File: src/design/cmb_pkg.sv
// cmb_pkg: shared widths, register indexes and controller/datapath command types
// for the combination enumerator. No dependencies.
package cmb_pkg;

    localparam int MAX_CHOOSE_DEF = 8;
    localparam int MAX_SET_DEF    = 64;

    localparam int SET_W      = 7;
    localparam int CHOOSE_W   = 4;
    localparam int POS_W      = 3;
    localparam int ELEM_W     = 6;
    localparam int CFG_IDX_W  = 2;
    localparam int CFG_DATA_W = 7;

    localparam logic [CFG_IDX_W-1:0] REG_SET_SIZE     = CFG_IDX_W'(0);
    localparam logic [CFG_IDX_W-1:0] REG_CHOOSE_COUNT = CFG_IDX_W'(1);

    localparam logic [SET_W-1:0]    SET_SIZE_RST     = SET_W'(8);
    localparam logic [CHOOSE_W-1:0] CHOOSE_COUNT_RST = CHOOSE_W'(3);

    typedef enum logic [2:0] {
        IDX_HOLD,
        IDX_ZERO,
        IDX_LAST,
        IDX_INC,
        IDX_DEC
    } t_idx_op;

    typedef enum logic [1:0] {
        CSEL_NONE,
        CSEL_INIT,
        CSEL_BUMP,
        CSEL_FILL
    } t_c_op;

    typedef enum logic [1:0] {
        OUT_NONE,
        OUT_COMB,
        OUT_EXH
    } t_out_op;

    typedef struct packed {
        t_idx_op idx_op;
        t_c_op   c_op;
        t_out_op out_op;
    } t_cmd;

    typedef struct packed {
        logic cfg_wr;
        logic bad;
        logic grow;
        logic idx_zero;
        logic idx_last;
        logic slot_free;
    } t_status;

endpackage

File: src/design/cmb_ifs.sv
// cmb_ifs: valid/ready channels of the combination enumerator (request, result, config)
// depends on cmb_pkg for field widths
interface cmb_in_if;
    import cmb_pkg::*;
    logic valid;
    logic ready;
    logic restart;

    modport source (output valid, output restart, input ready);
    modport sink (input valid, input restart, output ready);
endinterface

interface cmb_out_if;
    import cmb_pkg::*;
    logic              valid;
    logic              ready;
    logic [POS_W-1:0]  position;
    logic [ELEM_W-1:0] element;
    logic              last_of_combination;
    logic              final_combination;
    logic              exhausted;

    modport source (output valid, output position, output element,
                    output last_of_combination, output final_combination,
                    output exhausted, input ready);
    modport sink (input valid, input position, input element,
                  input last_of_combination, input final_combination,
                  input exhausted, output ready);
endinterface

interface cmb_cfg_if;
    import cmb_pkg::*;
    logic                  valid;
    logic                  ready;
    logic [CFG_IDX_W-1:0]  index;
    logic [CFG_DATA_W-1:0] data;

    modport source (output valid, output index, output data, input ready);
    modport sink (input valid, input index, input data, output ready);
endinterface

File: src/design/cmb_dpath.sv
// cmb_dpath: config registers, combination store, index counter and output register
// depends on cmb_pkg and cmb_ifs; driven by cmb_ctrl commands
module cmb_dpath #(
    parameter int MAX_CHOOSE = cmb_pkg::MAX_CHOOSE_DEF,
    parameter int MAX_SET    = cmb_pkg::MAX_SET_DEF
) (
    input  logic            i_clk,
    input  logic            i_rst_n,
    input  cmb_pkg::t_cmd   i_cmd,
    output cmb_pkg::t_status o_status,
    cmb_cfg_if.sink         i_cfg,
    cmb_out_if.source       o_res
);
    import cmb_pkg::*;

    localparam int IW    = (MAX_CHOOSE > 1) ? $clog2(MAX_CHOOSE) : 1;
    localparam int PW    = $clog2(MAX_CHOOSE + 1);
    localparam int CW2   = (PW > CHOOSE_W) ? PW : CHOOSE_W;
    localparam int LIM_W = SET_W + 1;

    logic [SET_W-1:0]    r_set_size;
    logic [CHOOSE_W-1:0] r_choose;
    logic [ELEM_W-1:0]   r_c [MAX_CHOOSE];
    logic [IW-1:0]       r_idx;
    logic [ELEM_W-1:0]   r_val;
    logic                r_fin;

    logic              r_o_valid;
    logic [POS_W-1:0]  r_o_pos;
    logic [ELEM_W-1:0] r_o_elem;
    logic              r_o_last;
    logic              r_o_fin;
    logic              r_o_exh;

    logic [SET_W-1:0]  n_eff;
    logic [PW-1:0]     p_eff;
    logic [ELEM_W-1:0] c_rd;
    logic [LIM_W-1:0]  nmp;
    logic [LIM_W-1:0]  lim;
    logic              fin_now;
    logic              cfg_hit;
    logic              slot_free;
    logic              idx_last;

    assign n_eff = (r_set_size > SET_W'(MAX_SET)) ? SET_W'(MAX_SET) : r_set_size;
    assign p_eff = (CW2'(r_choose) > CW2'(MAX_CHOOSE)) ? PW'(MAX_CHOOSE) : PW'(r_choose);

    assign c_rd     = r_c[r_idx];
    assign nmp      = LIM_W'(n_eff) - LIM_W'(p_eff);
    assign lim      = nmp + LIM_W'(r_idx);
    assign idx_last = PW'(r_idx) == (p_eff - PW'(1));
    assign fin_now  = (r_idx == IW'(0)) ? (LIM_W'(c_rd) == nmp) : r_fin;

    assign cfg_hit   = i_cfg.valid && i_cfg.ready
                       && (i_cfg.index == REG_SET_SIZE || i_cfg.index == REG_CHOOSE_COUNT);
    assign slot_free = !r_o_valid || o_res.ready;

    assign i_cfg.ready = 1'b1;

    always_comb begin
        o_status.cfg_wr    = cfg_hit;
        o_status.bad       = (p_eff == PW'(0)) || (LIM_W'(p_eff) > LIM_W'(n_eff));
        o_status.grow      = LIM_W'(c_rd) < lim;
        o_status.idx_zero  = r_idx == IW'(0);
        o_status.idx_last  = idx_last;
        o_status.slot_free = slot_free;
    end

    // config registers
    always_ff @(posedge i_clk) begin
        if (!i_rst_n) begin
            r_set_size <= SET_SIZE_RST;
            r_choose   <= CHOOSE_COUNT_RST;
        end else if (i_cfg.valid && i_cfg.ready) begin
            case (i_cfg.index)
                REG_SET_SIZE:     r_set_size <= i_cfg.data[SET_W-1:0];
                REG_CHOOSE_COUNT: r_choose   <= i_cfg.data[CHOOSE_W-1:0];
                default: ;
            endcase
        end
    end

    // combination store and walking index
    always_ff @(posedge i_clk) begin
        case (i_cmd.idx_op)
            IDX_ZERO: r_idx <= IW'(0);
            IDX_LAST: r_idx <= IW'(p_eff - PW'(1));
            IDX_INC:  r_idx <= r_idx + IW'(1);
            IDX_DEC:  r_idx <= r_idx - IW'(1);
            default:  r_idx <= r_idx;
        endcase

        case (i_cmd.c_op)
            CSEL_INIT: begin
                for (int i = 0; i < MAX_CHOOSE; i++) begin
                    r_c[i] <= ELEM_W'(i);
                end
            end
            CSEL_BUMP: begin
                r_c[r_idx] <= c_rd + ELEM_W'(1);
                r_val      <= c_rd + ELEM_W'(1);
            end
            CSEL_FILL: begin
                r_c[r_idx] <= r_val + ELEM_W'(1);
                r_val      <= r_val + ELEM_W'(1);
            end
            default: ;
        endcase

        if (i_cmd.out_op == OUT_COMB) begin
            r_fin <= fin_now;
        end
    end

    // output word register
    always_ff @(posedge i_clk) begin
        if (!i_rst_n) begin
            r_o_valid <= 1'b0;
        end else if (i_cmd.out_op != OUT_NONE) begin
            r_o_valid <= 1'b1;
        end else if (o_res.ready) begin
            r_o_valid <= 1'b0;
        end

        case (i_cmd.out_op)
            OUT_COMB: begin
                r_o_pos  <= POS_W'(r_idx);
                r_o_elem <= c_rd;
                r_o_last <= idx_last;
                r_o_fin  <= fin_now;
                r_o_exh  <= 1'b0;
            end
            OUT_EXH: begin
                r_o_pos  <= '0;
                r_o_elem <= '0;
                r_o_last <= 1'b0;
                r_o_fin  <= 1'b0;
                r_o_exh  <= 1'b1;
            end
            default: ;
        endcase
    end

    assign o_res.valid               = r_o_valid;
    assign o_res.position            = r_o_pos;
    assign o_res.element             = r_o_elem;
    assign o_res.last_of_combination = r_o_last;
    assign o_res.final_combination   = r_o_fin;
    assign o_res.exhausted           = r_o_exh;

endmodule

File: src/design/cmb_ctrl.sv
// cmb_ctrl: request sequencer for the combination enumerator (scan, fill, emit)
// depends on cmb_pkg and cmb_ifs; steers cmb_dpath by command struct
module cmb_ctrl (
    input  logic             i_clk,
    input  logic             i_rst_n,
    cmb_in_if.sink           i_req,
    input  cmb_pkg::t_status i_status,
    output cmb_pkg::t_cmd    o_cmd
);
    import cmb_pkg::*;

    typedef enum logic [2:0] {
        S_IDLE,
        S_SCAN,
        S_FILL,
        S_EMIT,
        S_EXH
    } t_state;

    t_state r_state, n_state;
    logic   r_primed, n_primed;
    logic   r_done, n_done;
    logic   accept;

    assign i_req.ready = r_state == S_IDLE;
    assign accept      = i_req.valid && i_req.ready;

    always_comb begin
        n_state      = r_state;
        n_primed     = r_primed;
        n_done       = r_done;
        o_cmd.idx_op = IDX_HOLD;
        o_cmd.c_op   = CSEL_NONE;
        o_cmd.out_op = OUT_NONE;

        case (r_state)
            S_IDLE: begin
                if (i_status.cfg_wr) begin
                    n_primed = 1'b0;
                end
                if (accept) begin
                    if (i_req.restart || !r_primed) begin
                        n_primed = 1'b1;
                        if (i_status.bad) begin
                            n_done  = 1'b1;
                            n_state = S_EXH;
                        end else begin
                            n_done       = 1'b0;
                            o_cmd.c_op   = CSEL_INIT;
                            o_cmd.idx_op = IDX_ZERO;
                            n_state      = S_EMIT;
                        end
                    end else if (r_done) begin
                        n_state = S_EXH;
                    end else begin
                        o_cmd.idx_op = IDX_LAST;
                        n_state      = S_SCAN;
                    end
                end
            end
            S_SCAN: begin
                // walk down to the rightmost element that can still grow
                if (i_status.grow) begin
                    o_cmd.c_op = CSEL_BUMP;
                    if (i_status.idx_last) begin
                        o_cmd.idx_op = IDX_ZERO;
                        n_state      = S_EMIT;
                    end else begin
                        o_cmd.idx_op = IDX_INC;
                        n_state      = S_FILL;
                    end
                end else if (i_status.idx_zero) begin
                    n_done  = 1'b1;
                    n_state = S_EXH;
                end else begin
                    o_cmd.idx_op = IDX_DEC;
                end
            end
            S_FILL: begin
                o_cmd.c_op = CSEL_FILL;
                if (i_status.idx_last) begin
                    o_cmd.idx_op = IDX_ZERO;
                    n_state      = S_EMIT;
                end else begin
                    o_cmd.idx_op = IDX_INC;
                end
            end
            S_EMIT: begin
                if (i_status.slot_free) begin
                    o_cmd.out_op = OUT_COMB;
                    o_cmd.idx_op = IDX_INC;
                    if (i_status.idx_last) begin
                        n_state = S_IDLE;
                    end
                end
            end
            S_EXH: begin
                if (i_status.slot_free) begin
                    o_cmd.out_op = OUT_EXH;
                    n_state      = S_IDLE;
                end
            end
            default: begin
                n_state = S_IDLE;
            end
        endcase
    end

    always_ff @(posedge i_clk) begin
        if (!i_rst_n) begin
            r_state  <= S_IDLE;
            r_primed <= 1'b0;
            r_done   <= 1'b0;
        end else begin
            r_state  <= n_state;
            r_primed <= n_primed;
            r_done   <= n_done;
        end
    end

endmodule

File: src/design/combination_enumerator.sv
// combination_enumerator: lexicographic k-of-n combination generator, top level
// depends on cmb_pkg, cmb_ifs, cmb_ctrl and cmb_dpath
//
//   port     dir   word                                         rule
//   i_req    in    restart                                      valid & ready
//   o_res    out   position, element, last_of_combination,      valid & ready
//                  final_combination, exhausted
//   i_cfg    in    index (0 set_size, 1 choose_count), data     valid & ready, ready held high
//
// one request at a time; a restart loads the first combination and then emits it; an advance
// scans right to left for an element that can grow, refills the tail after it and then emits;
// an exhausted reply goes out when the walk is already done or the scan finds nothing left to grow;
// p words leave one a cycle from the output register while it is not stalled.
// synchronous active-low reset clears control state; the store holds no reset values.
// a stalled output holds the emit walk in place; requests wait until the walk ends.
module combination_enumerator #(
    parameter int MAX_CHOOSE = cmb_pkg::MAX_CHOOSE_DEF,
    parameter int MAX_SET    = cmb_pkg::MAX_SET_DEF
) (
    input  logic      i_clk,
    input  logic      i_rst_n,
    cmb_in_if.sink    i_req,
    cmb_out_if.source o_res,
    cmb_cfg_if.sink   i_cfg
);
    import cmb_pkg::*;

    t_cmd    cmd;
    t_status status;

    cmb_ctrl u_ctrl (
        .i_clk    (i_clk),
        .i_rst_n  (i_rst_n),
        .i_req    (i_req),
        .i_status (status),
        .o_cmd    (cmd)
    );

    cmb_dpath #(
        .MAX_CHOOSE (MAX_CHOOSE),
        .MAX_SET    (MAX_SET)
    ) u_dpath (
        .i_clk    (i_clk),
        .i_rst_n  (i_rst_n),
        .i_cmd    (cmd),
        .o_status (status),
        .i_cfg    (i_cfg),
        .o_res    (o_res)
    );

endmodule
File: src/flat_wrapper.sv
// flat-port wrapper written by rule: the top's interface ports become plain ports
module combination_enumerator_flat import cmb_pkg::*;
#(
    parameter int MAX_CHOOSE = cmb_pkg::MAX_CHOOSE_DEF,
    parameter int MAX_SET    = cmb_pkg::MAX_SET_DEF
)
  (i_clk, i_rst_n, i_req_valid, i_req_restart, i_req_ready, o_res_valid, o_res_position, o_res_element, o_res_last_of_combination, o_res_final_combination, o_res_exhausted, o_res_ready, i_cfg_valid, i_cfg_index, i_cfg_data, i_cfg_ready);
  cmb_in_if i_req_i ();
  cmb_out_if o_res_i ();
  cmb_cfg_if i_cfg_i ();
  input  logic i_clk;
  input  logic i_rst_n;
  input wire logic [$bits(i_req_i.valid)-1:0] i_req_valid;
  input wire logic [$bits(i_req_i.restart)-1:0] i_req_restart;
  output wire logic [$bits(i_req_i.ready)-1:0] i_req_ready;
  output wire logic [$bits(o_res_i.valid)-1:0] o_res_valid;
  output wire logic [$bits(o_res_i.position)-1:0] o_res_position;
  output wire logic [$bits(o_res_i.element)-1:0] o_res_element;
  output wire logic [$bits(o_res_i.last_of_combination)-1:0] o_res_last_of_combination;
  output wire logic [$bits(o_res_i.final_combination)-1:0] o_res_final_combination;
  output wire logic [$bits(o_res_i.exhausted)-1:0] o_res_exhausted;
  input wire logic [$bits(o_res_i.ready)-1:0] o_res_ready;
  input wire logic [$bits(i_cfg_i.valid)-1:0] i_cfg_valid;
  input wire logic [$bits(i_cfg_i.index)-1:0] i_cfg_index;
  input wire logic [$bits(i_cfg_i.data)-1:0] i_cfg_data;
  output wire logic [$bits(i_cfg_i.ready)-1:0] i_cfg_ready;
  assign i_req_i.valid = i_req_valid;
  assign i_req_i.restart = i_req_restart;
  assign i_req_ready = i_req_i.ready;
  assign o_res_valid = o_res_i.valid;
  assign o_res_position = o_res_i.position;
  assign o_res_element = o_res_i.element;
  assign o_res_last_of_combination = o_res_i.last_of_combination;
  assign o_res_final_combination = o_res_i.final_combination;
  assign o_res_exhausted = o_res_i.exhausted;
  assign o_res_i.ready = o_res_ready;
  assign i_cfg_i.valid = i_cfg_valid;
  assign i_cfg_i.index = i_cfg_index;
  assign i_cfg_i.data = i_cfg_data;
  assign i_cfg_ready = i_cfg_i.ready;
  combination_enumerator #(.MAX_CHOOSE(MAX_CHOOSE), .MAX_SET(MAX_SET)) u_core (.i_clk(i_clk), .i_rst_n(i_rst_n), .i_req(i_req_i), .o_res(o_res_i), .i_cfg(i_cfg_i));
endmodule
File: config.mk
export PLATFORM = sky130hd
export DESIGN_NAME = combination_enumerator_flat
export DESIGN_NICKNAME = d
export VERILOG_FILES = /design/src/design/cmb_pkg.sv /design/src/design/cmb_ifs.sv /design/src/design/cmb_dpath.sv /design/src/design/cmb_ctrl.sv /design/src/design/combination_enumerator.sv /design/src/flat_wrapper.sv
export SDC_FILE = /design/constraint.sdc
export NUM_CORES = 1
export LEC_CHECK = 0
export ABC_AREA = 1
export ABC_CLOCK_PERIOD_IN_PS = 3800
export BUFFER_PORTS_ARGS = -buffer_cell sky130_fd_sc_hd__buf_4
export CORE_UTILIZATION = 29
export CTS_CLUSTER_DIAMETER = 50
export DETAILED_ROUTE_END_ITERATION = 10
export GPL_TIMING_DRIVEN = 0
export PLACE_DENSITY_LB_ADDON = 0.05
export SYNTH_ARGS = -nofsm -noshare
export SYNTH_HDL_FRONTEND = slang
export SYNTH_SLANG_ARGS = --single-unit
File: constraint.sdc
create_clock -name i_clk -period 3.8 [get_ports i_clk]
set_clock_uncertainty 0.2 [all_clocks]
set_input_delay 0.57 -clock i_clk [delete_from_list [all_inputs] [get_ports i_clk]]
set_output_delay 0.57 -clock i_clk [all_outputs]
set_load 0.005 [all_outputs]
Yosys cells after proc, flatten, opt, wreduce, memory -nomap -nowiden. Memories as Yosys holds them, arrays and structs flattened. A register that Yosys moved wholly into a read port is not among the register bits. Cells that the tools add are included.

Div/mod/pow operators: 0. Add/sub/neg operators: 7. Multiply operators: 0. Mux-type cells: 59. Bitwise logic cells: 1. Reductions and logical operators: 23. Order comparisons: 4. Shift operators: 0. Eq/ne operators: 25.

Operators by type and width (number): 2-to-1 mux 3 bit (16); one-hot mux 3 bit (4 select lines) (2); one-hot mux 6 bit (2 select lines) (2); 2-to-1 mux 1 bit (20); one-hot mux 3 bit (5 select lines) (1); adder 6 x 1 -> 6 bit, second input constant (2); == test 3 x 2 -> 1 bit, second input constant (4); 2-to-1 mux 2 bit (6); 2-to-1 mux 6 bit (2); != test 2 bit, second input constant (5); nonzero test 2 bit (5); adder 8 x 3 -> 8 bit (1); == test 6 x 8 -> 1 bit (1); less-than comparator 6 x 8 -> 1 bit (1); one-hot mux 1 bit (2 select lines) (4); subtractor 7 x 4 -> 8 bit (1); > comparator 4 x 7 -> 1 bit (1); > comparator 7 bit, second input constant (1); 2-to-1 mux 7 bit (1); == test 2 x 1 -> 1 bit, second input constant (3); == test 2 bit, second input constant (3); == test 3 x 1 -> 1 bit, second input constant (2); == test 3 bit, second input constant (2); zero test 3 bit (2); other kinds (23) (31).

Memory bits (read-only): 0. Register bits: 39. Latch bits: 0. RAM bits: 48. Output and inout bits: 15. Memories: 1. Logic and storage cells: 134.

Memories: u_core.u_dpath.r_c (depth 8, bits a word 6, read ports 1, clocked after Yosys merged registers in 1, write ports 8, RTL line cmb_dpath.sv:23) `logic [ELEM_W-1:0] r_c [MAX_CHOOSE];`.

Depth between registers and ports, before layout.
Depth after elaboration: 14. Mapped depth: 26. Depth with buffers taken out: 26.

By module. A second synthesis with hierarchy kept.

Cells, all modules: 677. Area, all modules: 5421.4 sq um.

By module, submodules not included: cmb_dpath (times used 1, cells an instance 589, area each 4914.7 sq um); cmb_ctrl (times used 1, cells an instance 88, area each 506.7 sq um).

Least setup slack after synthesis. OpenSTA, ideal clock, no wires.

Kind: register to register. Start: register u_core.u_dpath.r_set_size[2]. End: register u_core.u_dpath.r_idx[2], data pin. Path slack: -0.311 ns. Stages on the path, launching flop included: 25. Period minus slack after synthesis: 4.111 ns. Arrival time: 3.654 ns. Data required time: 3.343 ns. Cell sequence: dfxtp_1 nor2_1 nand4_1 nand2_1 nand2_1 ha_1 fa_1 xnor2_1 ha_1 nand2_1 nand3_1 nand3_1 nor2_1 xnor2_1 ha_1 nand2_1 inv_1 nand3_1 nand2_2 nand3_4 fa_1 xnor2_1 nor2_1 nor2_1 nand2_1.

Longest elaborated chain between the ends: 10.

RTL lines: start, declared (RTL line cmb_dpath.sv:21) `logic [SET_W-1:0] r_set_size;`; start signal, assigned (RTL line cmb_dpath.sv:76) `REG_SET_SIZE: r_set_size <= i_cfg.data[SET_W-1:0];`; > comparator 7 bit (RTL line cmb_dpath.sv:45) `assign n_eff = (r_set_size > SET_W'(MAX_SET)) ? SET_W'(MAX_SET) : r_set_size;`; 2-to-1 mux 7 bit (*) (RTL line cmb_dpath.sv:45); parallel branches: the longest is 5 deep, another holds subtractor 7 x 4 -> 8 bit; one-hot mux 3 bit (4 select lines) (*) (RTL line cmb_ctrl.sv:36) `case (r_state)`; == test 3 bit (tied with other cells) (RTL line cmb_dpath.sv:85) `case (i_cmd.idx_op)`; one-hot mux 3 bit (4 select lines) (*) (RTL line cmb_dpath.sv:85); end signal, assigned (RTL line cmb_dpath.sv:87) `IDX_LAST: r_idx <= IW'(p_eff - PW'(1));`; end signal, assigned (RTL line cmb_dpath.sv:88) `IDX_INC: r_idx <= r_idx + IW'(1);`; end signal, assigned (RTL line cmb_dpath.sv:89) `IDX_DEC: r_idx <= r_idx - IW'(1);`; end, declared (RTL line cmb_dpath.sv:24) `logic [IW-1:0] r_idx;`.

Mark *: on every way between the ends. A chain may end at the register's enable or synchronous reset.

==> impl_metrics.toml <==
[sta]
slew_viol_final = 0
setup_slack_ps = -355
finalCritPeriodShare_pct = 109
setup_violations = 105
fmax_mhz = 241
finalHoldViolations = 0
rsz0062_at_grt = "true"
whs_ps = 247
slew_headroom_pct = 32.0
period_minus_slack_ps = 4160
worst_pin_slew_ps = 1020

[synthesis]
synth.top_cell.area_share_pct = 41.1
netlist_area_um2 = 5110
postSynthCellCount = 577
synthFlopType = "edfxtp_1"
yosys.area.top_type = "edfxtp_1"
synth_fp_nets = 615
synth-seq-area-share_pct = 48.9
synthArstFlopShare_pct = 0
synth_edf_count = 70
ys_types = 40
ys_top_cells_by_area = "edfxtp_1, dfxtp_1, nor2_1"
syn_area_per_cell_um2 = 8.86
yosys_warnings = 0
ys_seq_elements = 90

[worst_setup_path]
start_kind = "register"
worstRegToRegCells = 25
critical_path.endpoint = "u_core.u_dpath.r_c[3][3]$_SDFFCE_PN0P_"
worstPathArrival_ps = 4010
crit_start = "u_core.u_dpath.r_set_size[1]$_SDFFE_PN0P_"
slowest_stage = "fa_2"
worstPathMaxFanout = 6
endpoint_kind = "register"
timing.rr.start = "u_core.u_dpath.r_set_size[1]$_SDFFE_PN0P_"
worstSetupPathType = "reg2reg"
crit_required_ps = 3650
reg2reg_to = "u_core.u_dpath.r_c[3][3]$_SDFFCE_PN0P_"
crit_top_cell = "nand2_1"
rrSetupSlack_ps = -360
max_stage_delay_ps = 400

[global_route]
grt_pass1_wl_mm = 21.0
track_usage_pct = 15.5
antenna_found_initial = 0
grt_overflow = 0
grt_pass1_vias = 3899
grt_max_degree = 16

[cts]
clock_sinks = 90
cts.path.max_buffers = 2
h-tree-depth = 3
clk_latency_ps = 360
clkTransAtPathRegs_ps = 70
tritoncts = "done"
ctsHoldBuffers = 0
cts_buffers = 9
cts_root_buffer = "clkbuf_16"

[drt]
drcViolationCount = 0
drt_iter0_markers = 160
avgViaCountPerCell = 4.58
ant_nets = 0
routed_wl_mm = 13.4
dr.pass1.iters = 5
num_vias = 4009
wl_per_cell_um = 15.3

[run_status]
status = "finished, violations left"
violations = "negative setup slack"

[power_and_ir_drop]
ir_drop_uv = 303
leakage_nw = 2.81
p_per_area_nw_per_um2 = 894

[finish]
fin_cells = 876
final_nets = 684
drive_gt1_share_pct = 28.7
multi_input_area_um2 = 2560
seqCellArea_um2 = 2500
antenna_cells = 0
layout_common_cells = "nor2_1, nand2_1, edfxtp_1"
layout_commonest_cell = "nor2_1"
syn2layout_area_growth_pct = 28.3
fillers = 1743

[placement]
gp_congestion = 0.836
port_buffers = 28
placedCellCount = 830
dp_hpwl_mm = 10.1
pre_cts_slack_ps = -627

[flow_run]
max_cap_violations = 0

[floorplanning]
ios = 30
num_rows = 48
core_um2 = 17200
start_util_pct = 29.7
die_w_um = 135
die-area_um2 = 18200
die_h_um = 135

[min_path]
hold_path_class = "in2reg"
==> how the worst min path moves through the flow <==
stage / startpoint / end / slack (ps) / depth (start not counted)
after floorplan: u_core.u_dpath.r_set_size[2]$_SDFFE_PN0P_ / u_core.u_dpath.r_set_size[2]$_SDFFE_PN0P_ / 240 / 2
after global placement: u_core.u_ctrl.r_primed$_SDFFE_PN0P_ / u_core.u_ctrl.r_primed$_SDFFE_PN0P_ / 260 / 2
after detailed placement: u_core.u_dpath.r_set_size[2]$_SDFFE_PN0P_ / u_core.u_dpath.r_set_size[2]$_SDFFE_PN0P_ / 270 / 2
after CTS: i_cfg_data[1] / u_core.u_dpath.r_choose[1]$_SDFFE_PN1P_ / 240 / 3
after global routing: i_cfg_data[0] / u_core.u_dpath.r_choose[0]$_SDFFE_PN1P_ / 260 / 3
final: i_cfg_data[0] / u_core.u_dpath.r_choose[0]$_SDFFE_PN1P_ / 250 / 3
==> state kept, by name (all words and copies together) (netlist names), named ones only <==
name,cells
u_core.u_dpath.r_set_size,7
u_core.u_dpath.o_res.final_combination,1
u_core.u_dpath.o_res.last_of_combination,1
u_core.u_dpath.r_choose,4
u_core.u_dpath.r_val,6
u_core.u_ctrl.r_state,3
u_core.u_dpath.r_fin,1
u_core.u_ctrl.r_primed,1
u_core.u_ctrl.r_done,1
u_core.u_dpath.o_res.exhausted,1
u_core.u_dpath.o_res.valid,1
u_core.u_dpath.r_c,48
u_core.u_dpath.r_idx,3
u_core.u_dpath.o_res.position,3
u_core.u_dpath.o_res.element,6
==> Yosys cell counts, types with 8 or more instances <==
cell / count
o221ai_1: 8
a21oi_1: 17
inv_2: 11
edfxtp_1: 70
inv_1: 72
nand2_2: 10
o21ai_0: 33
xor2_1: 10
nor2_1: 98
ha_1: 20
nand3_1: 32
nand2_1: 94
dfxtp_1: 20
==> where the power goes <==
part           switching, mW  internal, mW
combinational           2.15          1.00
clock                  0.401         0.684
sequential             0.149          1.48
==> worst max-delay path, delay by kind of cell (launching register included) <==
family	cells	cell delay (ps)
buffers and inverters	2	110
AND/OR/NAND/NOR	17	1630
flip-flops	1	330
adder cells (fa/ha/maj)	4	1150
XOR/XNOR	2	410
==> per-layer routing <==
layer	up-vias	share of wire, %	global-route usage [%]
li1	2036	-	-
met2	58	49	26.7
met5	-	0	0
met1	1895	45	18.9
met3	20	2.8	3.15
met4	0	2.5	6.12
==> area by class of cell <==
type	count	share of cell area (%)
multi-input combinational	391	39.0
sequential	90	38.2
timing repair buffer	58	6.98
inverter	86	5.15
tap	225	4.29
clock buffer	11	3.85
clock inverter	5	1.66
buffer	10	0.915
==> stage by stage <==
step,total power [mW],TNS [ps],util (%),cell area [um2]
floorplan,3.52,-473,-,5230
global placement,4.41,-37320,33.2,5720
detailed placement,4.41,-36840,33.2,5720
CTS,5.67,-28860,36.6,6310
global route,6.29,-46970,38.1,6560
finish,5.87,-22930,38.1,6560
==> cell families (layout without fill, tap and decap cells) <==
| family | Yosys count | count (layout) | synth area share, % |
|---|---|---|---|
| XOR/XNOR | 19 | 19 | 3.55 |
| adder cells (fa/ha/maj) | 23 | 23 | 6.07 |
| flip-flops | 90 | 90 | 48.9 |
| buffers and inverters | 96 | 170 | 7.59 |
| other | 1 | 1 | 0.0734 |
| AO/OA/AOI/OAI | 77 | 77 | 8.93 |
| AND/OR/NAND/NOR | 271 | 271 | 24.8 |
==> repair_timing <==
item / 4_1_cts / 5_1_grt
endpoints found under the hold margin: 0 / 0
setup buffers: 12 / 19
endpoints found under the setup margin: 106 / 115
resized for setup: 25 / 34
pin swaps: 23 / 7
No activity file was read; power rests on OpenSTA's default activity.
